### config.mk
export PLATFORM = sky130hd
export DESIGN_NAME = hsv_range_pixel_detector_unit
export DESIGN_NICKNAME = d
export VERILOG_FILES = /design/src/hdl/hsvd_pkg.sv /design/src/hdl/hsvd_divider.sv /design/src/hdl/hsvd_front.sv /design/src/hdl/hsvd_back.sv /design/src/hdl/hsv_range_pixel_detector_unit.sv
export SDC_FILE = /design/constraint.sdc
export NUM_CORES = 2
export LEC_CHECK = 0
export BUFFER_PORTS_ARGS = -buffer_cell sky130_fd_sc_hd__buf_4
export CAP_MARGIN = 0
export CORE_ASPECT_RATIO = 0.8
export CORE_MARGIN = 3
export CORE_UTILIZATION = 60
export DETAILED_ROUTE_END_ITERATION = 10
export GPL_TIMING_DRIVEN = 0
export PLACE_DENSITY = 0.88
export REMOVE_ABC_BUFFERS = 1
export SLEW_MARGIN = 20
export SYNTH_ARGS = -nofsm -noshare
export SYNTH_HDL_FRONTEND = slang
export SYNTH_SLANG_ARGS = --single-unit
### constraint.sdc
create_clock -name clock -period 12.32 [get_ports clock]
set_clock_uncertainty 0.15 [all_clocks]
set_input_delay 1.848 -clock clock [delete_from_list [all_inputs] [get_ports clock]]
set_output_delay 1.848 -clock clock [all_outputs]
set_load 0.02 [all_outputs]
### src/hdl/hsvd_pkg.sv
`default_nettype none
package hsvd_pkg;
   localparam int COUNT_BITS = 21;
   localparam int NUM_REGS = 8;
   localparam int CSR_IDX_BITS = 3;
   localparam int CSR_DATA_BITS = 10;

   localparam logic [CSR_IDX_BITS-1:0] REG_HUE_LOW = 3'd0;
   localparam logic [CSR_IDX_BITS-1:0] REG_HUE_HIGH = 3'd1;
   localparam logic [CSR_IDX_BITS-1:0] REG_SAT_LOW = 3'd2;
   localparam logic [CSR_IDX_BITS-1:0] REG_SAT_HIGH = 3'd3;
   localparam logic [CSR_IDX_BITS-1:0] REG_VAL_LOW = 3'd4;
   localparam logic [CSR_IDX_BITS-1:0] REG_VAL_HIGH = 3'd5;
   localparam logic [CSR_IDX_BITS-1:0] REG_ZAP_ENABLE = 3'd6;
   localparam logic [CSR_IDX_BITS-1:0] REG_THRESHOLD = 3'd7;

   localparam logic [9:0] THRESHOLD_RESET = 10'd100;
   localparam logic [7:0] BLACK_LUMA = 8'd16;
   localparam logic [7:0] BLACK_CHROMA = 8'd128;

   typedef struct packed {
      logic [7:0] luma;
      logic [7:0] chroma_blue;
      logic [7:0] chroma_red;
      logic       frame_last;
   } req_type;

   typedef struct packed {
      logic                  match;
      logic                  zapped;
      logic [7:0]            out_luma;
      logic [7:0]            out_chroma_blue;
      logic [7:0]            out_chroma_red;
      logic                  frame_done;
      logic [COUNT_BITS-1:0] match_total;
      logic                  detected;
   } rsp_type;

   typedef struct packed {
      logic [8:0] hue_low;
      logic [8:0] hue_high;
      logic [7:0] sat_low;
      logic [7:0] sat_high;
      logic [7:0] val_low;
      logic [7:0] val_high;
      logic       zap_enable;
      logic [9:0] threshold;
   } cfg_type;

   // classified pixel handed from front to back
   typedef struct packed {
      req_type req;
      logic    match;
   } cls_type;

   function automatic logic [7:0] clamp_channel(input logic signed [22:0] acc);
      logic signed [12:0] q;
      begin
         q = acc[22:10];
         if (acc < 0) clamp_channel = 8'd0;
         else if (q > 13'sd255) clamp_channel = 8'd255;
         else clamp_channel = q[7:0];
      end
   endfunction
endpackage
`default_nettype wire

### src/hdl/hsvd_divider.sv
`default_nettype none
// restoring divider, 16-bit numerator over 8-bit denominator, one bit a cycle
module hsvd_divider (
   input  wire logic        clock,
   input  wire logic        reset,
   input  wire logic        start,
   input  wire logic [15:0] num,
   input  wire logic [7:0]  den,
   output logic             done,
   output logic [15:0]      quot
);
   logic [15:0] q_ff, q_in;
   logic [8:0]  rem_ff, rem_in;
   logic [7:0]  den_ff, den_in;
   logic [4:0]  cnt_ff, cnt_in;
   logic        busy_ff, busy_in, done_ff, done_in;
   logic [8:0]  trial;

   always_comb begin
      q_in = q_ff; rem_in = rem_ff; den_in = den_ff; cnt_in = cnt_ff;
      busy_in = busy_ff; done_in = 1'b0;
      trial = {rem_ff[7:0], q_ff[15]};
      if (start) begin
         q_in = num; rem_in = 9'd0; den_in = den; cnt_in = 5'd16; busy_in = 1'b1;
      end else if (busy_ff) begin
         if (trial >= {1'b0, den_ff}) begin
            rem_in = trial - {1'b0, den_ff};
            q_in = {q_ff[14:0], 1'b1};
         end else begin
            rem_in = trial;
            q_in = {q_ff[14:0], 1'b0};
         end
         cnt_in = cnt_ff - 5'd1;
         if (cnt_ff == 5'd1) begin
            busy_in = 1'b0; done_in = 1'b1;
         end
      end
   end

   always_ff @(posedge clock) begin
      q_ff <= q_in; rem_ff <= rem_in; den_ff <= den_in; cnt_ff <= cnt_in;
      if (reset) begin
         busy_ff <= 1'b0; done_ff <= 1'b0;
      end else begin
         busy_ff <= busy_in; done_ff <= done_in;
      end
   end

   assign done = done_ff;
   assign quot = q_ff;
endmodule
`default_nettype wire

### src/hdl/hsvd_front.sv
`default_nettype none
// converts and classifies one pixel at a time
module hsvd_front (
   input  wire logic               clock,
   input  wire logic               reset,
   input  wire hsvd_pkg::cfg_type  cfg,
   input  wire logic               req_push,
   output logic                    req_full,
   input  wire hsvd_pkg::req_type  req_data,
   output logic                    cls_valid,
   input  wire logic               cls_ready,
   output hsvd_pkg::cls_type       cls_data
);
   import hsvd_pkg::*;

   typedef enum logic [2:0] {
      S_IDLE, S_RGB, S_HUE_DIV, S_SAT_DIV, S_OUT
   } state_type;

   state_type   state_ff;
   req_type     req_ff;
   logic signed [22:0] yt_ff, cr_r_ff, cb_g_ff, cr_g_ff, cb_b_ff;
   logic [7:0]  mx_ff, mn_ff;
   logic [1:0]  sector_ff;
   logic        neg_ff;
   logic [8:0]  hue_ff;
   logic [7:0]  sat_ff;
   logic        cls_match;
   logic        div_start;
   logic [15:0] div_num;
   logic [7:0]  div_den;
   logic        div_done;
   logic [15:0] div_quot;

   logic [7:0]  r, g, b, mx, mn;
   logic signed [8:0] fs;
   logic [1:0]  sector;
   logic signed [9:0] hue_raw;
   logic [8:0]  hue_fix;
   logic signed [8:0] cb_s, cr_s;

   hsvd_divider u_div (
      .clock(clock), .reset(reset), .start(div_start), .num(div_num), .den(div_den),
      .done(div_done), .quot(div_quot)
   );

   always_comb begin
      cb_s = $signed({1'b0, req_data.chroma_blue}) - 9'sd128;
      cr_s = $signed({1'b0, req_data.chroma_red}) - 9'sd128;
      r = clamp_channel(yt_ff + cr_r_ff + 23'sd512);
      g = clamp_channel(yt_ff - cb_g_ff - cr_g_ff + 23'sd512);
      b = clamp_channel(yt_ff + cb_b_ff + 23'sd512);
      mn = (r < g) ? r : g;
      if (b < mn) mn = b;
      mx = (r > g) ? r : g;
      if (b > mx) mx = b;
      if (r == mx) begin
         sector = 2'd0; fs = $signed({1'b0, g}) - $signed({1'b0, b});
      end else if (g == mx) begin
         sector = 2'd1; fs = $signed({1'b0, b}) - $signed({1'b0, r});
      end else begin
         sector = 2'd2; fs = $signed({1'b0, r}) - $signed({1'b0, g});
      end
      // truncating division: divide magnitude, then reapply sign
      hue_raw = neg_ff ? -$signed({2'b00, div_quot[7:0]}) : $signed({2'b00, div_quot[7:0]});
      hue_raw = hue_raw + $signed({2'b00, sector_ff, 6'd0} >> 6) * 10'sd120;
      hue_fix = (hue_raw < 0) ? 9'(hue_raw + 10'sd360) : hue_raw[8:0];
      div_start = 1'b0;
      div_num = 16'd0;
      div_den = mx_ff - mn_ff;
      if (state_ff == S_RGB && mx != mn) begin
         div_start = 1'b1;
         div_num = 16'd60 * {8'd0, (fs < 0) ? 8'(-fs) : fs[7:0]};
         div_den = mx - mn;
      end else if (state_ff == S_HUE_DIV && div_done) begin
         div_start = 1'b1;
         div_num = 16'd255 * {8'd0, mx_ff - mn_ff};
         div_den = mx_ff;
      end
   end

   always_ff @(posedge clock) begin
      if (reset) begin
         state_ff <= S_IDLE;
      end else begin
         unique case (state_ff)
            S_IDLE: if (req_push) begin
               req_ff <= req_data;
               yt_ff <= 23'(($signed({1'b0, req_data.luma}) - 10'sd16) * 23'sd1192);
               cr_r_ff <= 23'(cr_s * 23'sd1634);
               cb_g_ff <= 23'(cb_s * 23'sd401);
               cr_g_ff <= 23'(cr_s * 23'sd832);
               cb_b_ff <= 23'(cb_s * 23'sd2066);
               state_ff <= S_RGB;
            end
            S_RGB: begin
               mx_ff <= mx; mn_ff <= mn; sector_ff <= sector; neg_ff <= fs < 0;
               if (mx == mn) begin
                  hue_ff <= 9'd0; sat_ff <= 8'd0; state_ff <= S_OUT;
               end else begin
                  state_ff <= S_HUE_DIV;
               end
            end
            S_HUE_DIV: if (div_done) begin
               hue_ff <= hue_fix; state_ff <= S_SAT_DIV;
            end
            S_SAT_DIV: if (div_done) begin
               sat_ff <= div_quot[7:0]; state_ff <= S_OUT;
            end
            S_OUT: if (cls_ready) state_ff <= S_IDLE;
            default: state_ff <= S_IDLE;
         endcase
      end
   end

   always_comb begin
      cls_match = hue_ff >= cfg.hue_low && hue_ff <= cfg.hue_high &&
                  sat_ff >= cfg.sat_low && sat_ff <= cfg.sat_high &&
                  mx_ff >= cfg.val_low && mx_ff <= cfg.val_high;
   end

   assign req_full = (state_ff != S_IDLE) || reset;
   assign cls_valid = state_ff == S_OUT;
   assign cls_data = '{req: req_ff, match: cls_match};
endmodule
`default_nettype wire

### src/hdl/hsvd_back.sv
`default_nettype none
// counts, zaps and queues results
module hsvd_back (
   input  wire logic               clock,
   input  wire logic               reset,
   input  wire hsvd_pkg::cfg_type  cfg,
   input  wire logic               cls_valid,
   output logic                    cls_ready,
   input  wire hsvd_pkg::cls_type  cls_data,
   output logic                    rsp_empty,
   input  wire logic               rsp_pop,
   output hsvd_pkg::rsp_type       rsp_data
);
   import hsvd_pkg::*;

   localparam logic [COUNT_BITS-1:0] CNT_MAX = '1;

   logic [COUNT_BITS-1:0] match_cnt_ff, pix_cnt_ff, mtot, ptot;
   logic [COUNT_BITS+9:0] lhs_ff, rhs_ff;
   logic                  stage_ff;   // product compare pending
   rsp_type               pend_ff, rsp_ff, rsp_in;
   logic                  rsp_valid_ff;
   logic                  take;
   logic                  stage_move;
   logic                  zap;

   assign cls_ready = !stage_ff;
   assign take = cls_valid && cls_ready;
   assign stage_move = stage_ff && (!rsp_valid_ff || rsp_pop);

   always_comb begin
      mtot = (cls_data.match && match_cnt_ff != CNT_MAX) ?
             match_cnt_ff + COUNT_BITS'(1) : match_cnt_ff;
      ptot = (pix_cnt_ff != CNT_MAX) ? pix_cnt_ff + COUNT_BITS'(1) : pix_cnt_ff;
      zap = !cls_data.match && cfg.zap_enable;
      rsp_in = pend_ff;
      rsp_in.detected = pend_ff.frame_done && lhs_ff >= rhs_ff;
   end

   always_ff @(posedge clock) begin
      if (reset) begin
         match_cnt_ff <= '0; pix_cnt_ff <= '0; stage_ff <= 1'b0; rsp_valid_ff <= 1'b0;
      end else begin
         if (take) begin
            pend_ff <= '{match: cls_data.match, zapped: zap,
               out_luma: zap ? BLACK_LUMA : cls_data.req.luma,
               out_chroma_blue: zap ? BLACK_CHROMA : cls_data.req.chroma_blue,
               out_chroma_red: zap ? BLACK_CHROMA : cls_data.req.chroma_red,
               frame_done: cls_data.req.frame_last, match_total: mtot, detected: 1'b0};
            lhs_ff <= (COUNT_BITS+10)'(mtot) * (COUNT_BITS+10)'(1000);
            rhs_ff <= (COUNT_BITS+10)'(cfg.threshold) * (COUNT_BITS+10)'(ptot);
            if (cls_data.req.frame_last) begin
               match_cnt_ff <= '0; pix_cnt_ff <= '0;
            end else begin
               match_cnt_ff <= mtot; pix_cnt_ff <= ptot;
            end
         end
         if (stage_move) rsp_ff <= rsp_in;
         stage_ff <= take || (stage_ff && !stage_move);
         rsp_valid_ff <= stage_move || (rsp_valid_ff && !rsp_pop);
      end
   end

   assign rsp_empty = !rsp_valid_ff;
   assign rsp_data = rsp_ff;
endmodule
`default_nettype wire

### src/hdl/hsv_range_pixel_detector_unit.sv
`default_nettype none
// channel   direction  handshake        payload
// req       in         req_push/full    hsvd_pkg::req_type
// rsp       out        rsp_empty/pop    hsvd_pkg::rsp_type
// csr       in         csr_write        index 3b, data 10b
// A colored request passes from acceptance to result through an RGB step, two serial
// divisions (hue, saturation), a hand-off to the back and a back stage.
// Grey pixels skip the divisions. The front accepts the next request the cycle after
// it hands off, and takes no new request while one is still in flight.
// Synchronous reset clears counters, CSRs, state and valid flags. The back holds one
// result plus one staged request; once both wait, the front stalls and req_full stays high.
module hsv_range_pixel_detector_unit (
   input  wire logic                            clock,
   input  wire logic                            reset,
   input  wire logic                            req_push,
   output logic                                 req_full,
   input  wire hsvd_pkg::req_type               req_data,
   output logic                                 rsp_empty,
   input  wire logic                            rsp_pop,
   output hsvd_pkg::rsp_type                    rsp_data,
   input  wire logic                            csr_write,
   input  wire logic [hsvd_pkg::CSR_IDX_BITS-1:0]  csr_index,
   input  wire logic [hsvd_pkg::CSR_DATA_BITS-1:0] csr_data
);
   import hsvd_pkg::*;

   cfg_type cfg_ff;
   logic    cls_valid, cls_ready;
   cls_type cls_data;

   always_ff @(posedge clock) begin
      if (reset) begin
         cfg_ff <= '{default: '0, threshold: THRESHOLD_RESET};
      end else if (csr_write) begin
         unique case (csr_index)
            REG_HUE_LOW:    cfg_ff.hue_low <= csr_data[8:0];
            REG_HUE_HIGH:   cfg_ff.hue_high <= csr_data[8:0];
            REG_SAT_LOW:    cfg_ff.sat_low <= csr_data[7:0];
            REG_SAT_HIGH:   cfg_ff.sat_high <= csr_data[7:0];
            REG_VAL_LOW:    cfg_ff.val_low <= csr_data[7:0];
            REG_VAL_HIGH:   cfg_ff.val_high <= csr_data[7:0];
            REG_ZAP_ENABLE: cfg_ff.zap_enable <= csr_data[0];
            REG_THRESHOLD:  cfg_ff.threshold <= csr_data;
            default: ;
         endcase
      end
   end

   hsvd_front u_front (
      .clock(clock), .reset(reset), .cfg(cfg_ff),
      .req_push(req_push), .req_full(req_full), .req_data(req_data),
      .cls_valid(cls_valid), .cls_ready(cls_ready), .cls_data(cls_data)
   );

   hsvd_back u_back (
      .clock(clock), .reset(reset), .cfg(cfg_ff),
      .cls_valid(cls_valid), .cls_ready(cls_ready), .cls_data(cls_data),
      .rsp_empty(rsp_empty), .rsp_pop(rsp_pop), .rsp_data(rsp_data)
   );
endmodule
`default_nettype wire

### After elaboration in Yosys (flattened, before gate mapping)

Index checks and enable logic that the tools add are counted.

| storage, ports and cells | value |
|---|---|
| input bits | 43 |
| output and inout port bits | 51 |
| bits in registers | 468 |

| operators by class | value |
|---|---|
| multiplexer cells | 46 |
| reductions and logical operators | 45 |
| $add $sub $neg | 23 |
| $lt $le $gt $ge | 20 |
| $mul | 10 |
| eq/ne operators | 23 |
| bitwise gates (word level) | 2 |

Operators with widths:

| operator | count |
|---|---|
| $mux W8 | 16 |
| $mux W21 | 4 |
| $add A23 B11 Y23 const B | 3 |
| $lt A23 B1 Y1 const B | 3 |
| $mux W16 | 4 |
| $add A23 B23 Y23 | 2 |
| $sub A23 B23 Y23 | 2 |
| $mux W9 | 5 |
| $add A21 B1 Y21 const B | 2 |
| $ne A21 B21 Y1 const B | 2 |
| $gt A13 B9 Y1 const B | 3 |
| $ge A31 B31 Y1 | 1 |
| $mul A10 B21 Y31 | 1 |
| $mul A21 B7 Y28 const B | 1 |
| $sub A8 B8 Y9 | 3 |
| $eq A8 B8 Y1 | 3 |
| $sub A8 B8 Y8 | 3 |
| $mul A23 B9 Y20 const B | 1 |
| $reduce_and A2 Y1 | 11 |
| $mul A9 B12 Y21 const B | 1 |
| $mul A9 B11 Y20 const B | 1 |
| $mul A9 B10 Y19 const B | 1 |
| $pmux W9 S2 | 1 |
| $sub A8 B8 Y9 const B | 2 |
| other kinds (41) | 93 |

### Logic depth before layout (Yosys ltp)

| depth | value |
|---|---|
| depth after elaboration | 18 |
| depth in mapped cells | 57 |
| depth with buffers taken out | 55 |

### Cells and area by module

A second synthesis with hierarchy kept.

| unflattened totals | value |
|---|---|
| cells, all modules | 4496 |
| area total of the unflattened synthesis | 44391.3 um^2 |

By module, submodules not included:

| module | instances | cells each | sequential area each (um^2) | area each (um^2) |
|---|---|---|---|---|
| hsvd_front | 1 | 2347 | 4204.0 | 21690.8 |
| hsvd_back | 1 | 1759 | 5505.3 | 18282.5 |
| hsv_range_pixel_detector_unit | 1 | 221 | 1221.2 | 2441.1 |
| hsvd_divider | 1 | 169 | 1021.0 | 1976.9 |

### Worst setup path after synthesis

Ideal clock, no wire load.

| timing path | value |
|---|---|
| kind | reg2reg |
| from | register u_front.cr_g_ff[15] |
| to | register u_front.u_div.q_ff[13], in the netlist u_front.u_div.quot[13], data pin |
| clock period less this slack | 11.380 ns |
| cell stages (with the launch flop) | 54 |
| data required time | 11.909 ns |
| data arrival time | 10.969 ns |
| setup slack | 0.940 ns |
| setup time | 0.261 ns |
| path through | edfxtp_1 fa_1 inv_1 ha_1 ha_1 and4_4 and3_1 a221oi_2 a31oi_1 o211a_1 or3_4 o21a_1 clkbuf_1 inv_1 ha_1 o21ai_0 a21oi_1 o21ai_0 [... 18 more ...] ha_1 inv_1 nand2_1 xnor2_2 fa_1 inv_1 fa_1 ha_1 a21o_1 a21o_1 a21o_1 a21oi_1 o21bai_1 a21oi_1 o21bai_1 a21oi_1 xnor2_1 a221o_1 |

| on the way | value |
|---|---|
| longest elaborated chain between the ends | 17 |

RTL lines:

| item | RTL line | text |
|---|---|---|
| from (decl) | hsvd_front.sv:22 | `logic signed [22:0] yt_ff, cr_r_ff, cb_g_ff, cr_g_ff, cb_b_ff;` |
| from (signal assigned) | hsvd_front.sv:92 | `cr_g_ff <= 23'(cr_s * 23'sd832);` |
| $sub A23 B23 Y23 * | hsvd_front.sv:51 | `g = clamp_channel(yt_ff - cb_g_ff - cr_g_ff + 23'sd512);` |
| $add A23 B11 Y23 * | hsvd_front.sv:51 |  |
| $gt A13 B9 Y1 | hsvd_pkg.sv:61 | `else if (q > 13'sd255) clamp_channel = 8'd255;` |
| $mux W8 | hsvd_pkg.sv:61 |  |
| $mux W8 * | hsvd_pkg.sv:60 | `if (acc < 0) clamp_channel = 8'd0;` |
| $gt A8 B8 Y1 | hsvd_front.sv:55 | `mx = (r > g) ? r : g;` |
| $mux W8 | hsvd_front.sv:55 |  |
| $gt A8 B8 Y1 | hsvd_front.sv:56 | `if (b > mx) mx = b;` |
| [... 2 more ...] | -- |  |
| $mux W9 | hsvd_front.sv:59 | `end else if (g == mx) begin` |
| $mux W9 | hsvd_front.sv:57 | `if (r == mx) begin` |
| $neg A8 Y8 / $lt A9 B1 Y1 (equally long branches) | hsvd_front.sv:73 | `div_num = 16'd60 * {8'd0, (fs < 0) ? 8'(-fs) : fs[7:0]};` |
| $mux W8 | hsvd_front.sv:73 |  |
| $mul A4 B8 Y12 | hsvd_front.sv:73 |  |
| $mux W16 | hsvd_front.sv:71 | `if (state_ff == S_RGB && mx != mn) begin` |
| $mux W16 * | hsvd_divider.sv:23 | `if (start) begin` |
| net u_front.u_div.q_in[13] | hsvd_divider.sv:12 | `logic [15:0] q_ff, q_in;` |
| to (signal assigned) | hsvd_divider.sv:41 | `q_ff <= q_in; rem_ff <= rem_in; den_ff <= den_in; cnt_ff <= cnt_in;` |
| to (decl) | hsvd_divider.sv:12 |  |

The timed path passes the listed nets; every way through them passes the cells marked *.
A chain may end at the register's enable or synchronous reset.

### Final worst setup path

Same ends and word-level chain as after synthesis.

==> summary.md <==
| Metric | Value |
|---|---|
| Top post-synthesis cells by area | edfxtp_1 (23%), ha_1 (20%), fa_1 (15%) |
| Critical path type | reg -> reg |
| Slowest cell on crit path | fa_1 |
| Fmax achieved | 84.05 MHz |
| Detailed Route WL | 101200 um |
| GR Overflow Total | 0 |
| Cells after synthesis | 4258 |
| FFs w/ async S/R, synth | 0 |
| Clock transition at the registers of the reported paths | 0.06 ns |
| Die width | 302.5 um |
| Worst-case clock buffer depth | 3 |
| Number of remaining DRC errors | 0 |
| Worst Path Max Fanout | 12 |
| Worst Path Arrival | 12.12 ns |
| Initial core utilization | 0.6089 |
| Fin util | 0.6638 |
| Die area | 0.07356 mm2 |
| Status | complete, no violations |
| Cts hold-fix bufs | 0 |
| Clk_lat worst skew | 0.63 ns |
| Setup-failing EPs final | 0 |
| Netlist Area Pre-Place | 0.04219 mm2 |
| Crit end category | register |
| Nets | 5357 |
| Pin count of the biggest net entering global routing | 116 |
| Sequential fraction of the synthesis area | 0.2847 |
| Clock Tree Root | clkbuf_16 |
| Post-synthesis compound-gate area fraction | 0.1183 |
| Data required, critical path | 12.54 ns |
| Hold Fails Final Rpt | 0 |
| Post-route minimum period | 11.90 ns |
| Area share of and/or/nand/nor cells after synthesis | 0.1141 |
| Non-Filler Instances | 5299 |
| Critical Path Start Type | register |
| H-tree depth | 2 |
| Layout cells sized above 1 | 0.07406 |
| Most common cell after layout, fill and taps aside | inv_1 |
| Slew Limit Headroom | 0.2217 |
| Pre-antenna DRT Iters | 6 |
| Synthesized area per cell | 9.909 um2 |
| Area taken by multi-input logic gates | 0.02758 mm2 |
| Library cells used by synthesis | 98 |
| Multiplexer area fraction after synthesis | 0.007295 |
| Prevailing post-synth register cell | edfxtp_1 |
| Drt wl/cell | 19.09 um |
| DR iter-0 viols | 2804 |
| GP Congestion | 0.9411 |
| Actual slew at the worst max-slew pin | 1.159 ns |
| RSZ-0062 raised after global routing | yes |
| Ant. Diodes | 0 |
| Worst min-delay path class | reg -> reg |
| Maxcap violations | 0 |
| Crit path from | u_front.cr_g_ff[15] |
| Register area | 0.01201 mm2 |
| IO buf count | 93 |
| CTS buffer count | 46 |
| Post-Synth Adder-Cell Area | 0.3470 |
| Post-synth top area share | 0.2263 |
| HPWL Detailed | 77100 um |
| Via Count | 31417 |
| Fin crit share | 0.9657 |
| Area growth from synthesis to layout | 9.018% |
| Post-synth EDFFs | 318 |
| First-pass GRT wire length | 164200 um |
| Io pins | 94 |
| Antenna violations before repair | 0 |
| Std-Cell Rows | 86 |
| Most frequent cell on the critical path | a21o_1 |
| Hold Startpoint | u_back.pend_ff[34] |
| Vias in the first global route | 32346 |
| CTS tree | yes |
| Fillers | 4997 |
| Vias/cell | 5.929 |
| Max Slew Vio Count | 0 |
| GRT Total Usage | 0.2769 |
| Die Ht | 243.2 um |
| FF+latch count, synth | 441 |
| Core area | 0.06930 mm2 |
| XOR/XNOR Fraction of Synth Area | 0.05830 |
| Placed Instances | 5187 |
| Commonest cells after routing, fill and taps aside | inv_1 (669), ha_1 (655), nand2_1 (337), fa_1 (318), edfxtp_1 (318) |
| Max incr delay on CP | 0.57 ns |
| Largest family of logic cells by synthesized area | adder cells |
| ANT nets after route | 0 |
| FF-to-FF Start | u_front.cr_g_ff[15] |
| Synth area leader | edfxtp_1 |
| CTS Sinks | 441 |
| Yosys warns | 0 |
## layout make-up
cell class / count / share of cell area
sequential: 441 / 0.2611
timing repair buffer: 136 / 0.02584
multi-input combinational: 3037 / 0.5997
tap: 924 / 0.02513
clock buffer: 57 / 0.02614
clock inverter: 29 / 0.006936
inverter: 675 / 0.05514
## worst max-delay path, delay by kind of cell (launching register included)
kind	cells	cell delay, ns
AOI/OAI and AO/OA	24	4.73
xor gates and xnor gates	2	0.27
adders and majority gates	9	3.19
buffers and inverters	7	0.78
DFF	1	0.47
and+or+nand+nor	10	2.01
## per-layer routing
metal	global-route usage	vias up	wire length, um
li1	-	14554	-
met5	0	-	0
met1	0.3723	15280	41910
met4	0.1038	0	3932
met3	0.04767	277	7929
met2	0.4497	1306	47380
## Yosys cell counts (all sizes together), types with 24 or more instances
library cell  number
nand3             58
o21ai            102
nand2b            39
a21o              83
ha               659
and3              33
nor2b             39
nor2             208
dfxtp            123
o21a              43
a211oi            30
inv              674
a21oi            276
nand2            338
xor2              85
and2             132
o21bai            55
clkbuf            89
nor3              44
fa               318
nand4             26
edfxtp           318
a22oi             35
xnor2            195
mux2i             24
## registers in the layout, indices dropped and copies added (netlist names), 2 cells and up
signal	cells
cfg_ff	61
u_back.lhs_ff	26
u_back.match_cnt_ff	21
u_back.pend_ff	48
u_back.pix_cnt_ff	21
u_back.rhs_ff	31
u_back.rsp_data	49
u_front.cb_b_ff	18
u_front.cb_g_ff	19
u_front.cls_data	21
u_front.cr_g_ff	12
u_front.cr_r_ff	16
u_front.hue_ff	9
u_front.mn_ff	8
u_front.mx_ff	8
u_front.sat_ff	8
u_front.sector_ff	2
u_front.state_ff	3
u_front.u_div.cnt_ff	5
u_front.u_div.den_ff	8
u_front.u_div.quot	16
u_front.u_div.rem_ff	8
u_front.yt_ff	18
## worst paths after layout
kind / endpoint / slack [ns] / depth (start not counted)
min: u_back.rsp_data[34] / 0.27 / 0
max: u_front.u_div.quot[13] / 0.42 / 52
min reg2reg: u_back.rsp_data[34] / 0.27 / 0
max reg2reg: u_front.u_div.quot[13] / 0.42 / 52
## what timing repair did
item | 4_1_cts | 5_1_grt
endpoints found under the setup margin | 9 | 6
pin swaps | 3 | 10
setup buffers | 8 | 18
endpoints found under the hold margin | 0 | 0
resized for setup | 18 | 41
## cell families (layout without fill, tap and decap cells)
group | after synthesis | in the layout
xor gates and xnor gates | 280 | 280
muxes | 30 | 30
DFF | 441 | 441
AOI/OAI and AO/OA | 757 | 757
buffers and inverters | 780 | 897
adders and majority gates | 980 | 980
and+or+nand+nor | 990 | 990
## per-stage QoR
step / setup WS [ns] / hold WS (ns) / area, um2 / TNS, ns
detailed placement: -1.476 / 0.2552 / 43970 / -6.836
global placement: -2.269 / 0.2525 / 43620 / -24.46
floorplan: 0.2159 / 0.2503 / 41760 / 0
CTS: 0.002920 / 0.2707 / 45620 / 0
global route: -0.1596 / 0.2746 / 46000 / -0.1926
finish: 0.4222 / 0.2690 / 46000 / 0
Power is not shown: default switching activity piles up to over one toggle a cycle in this logic, so the estimate is an artifact.
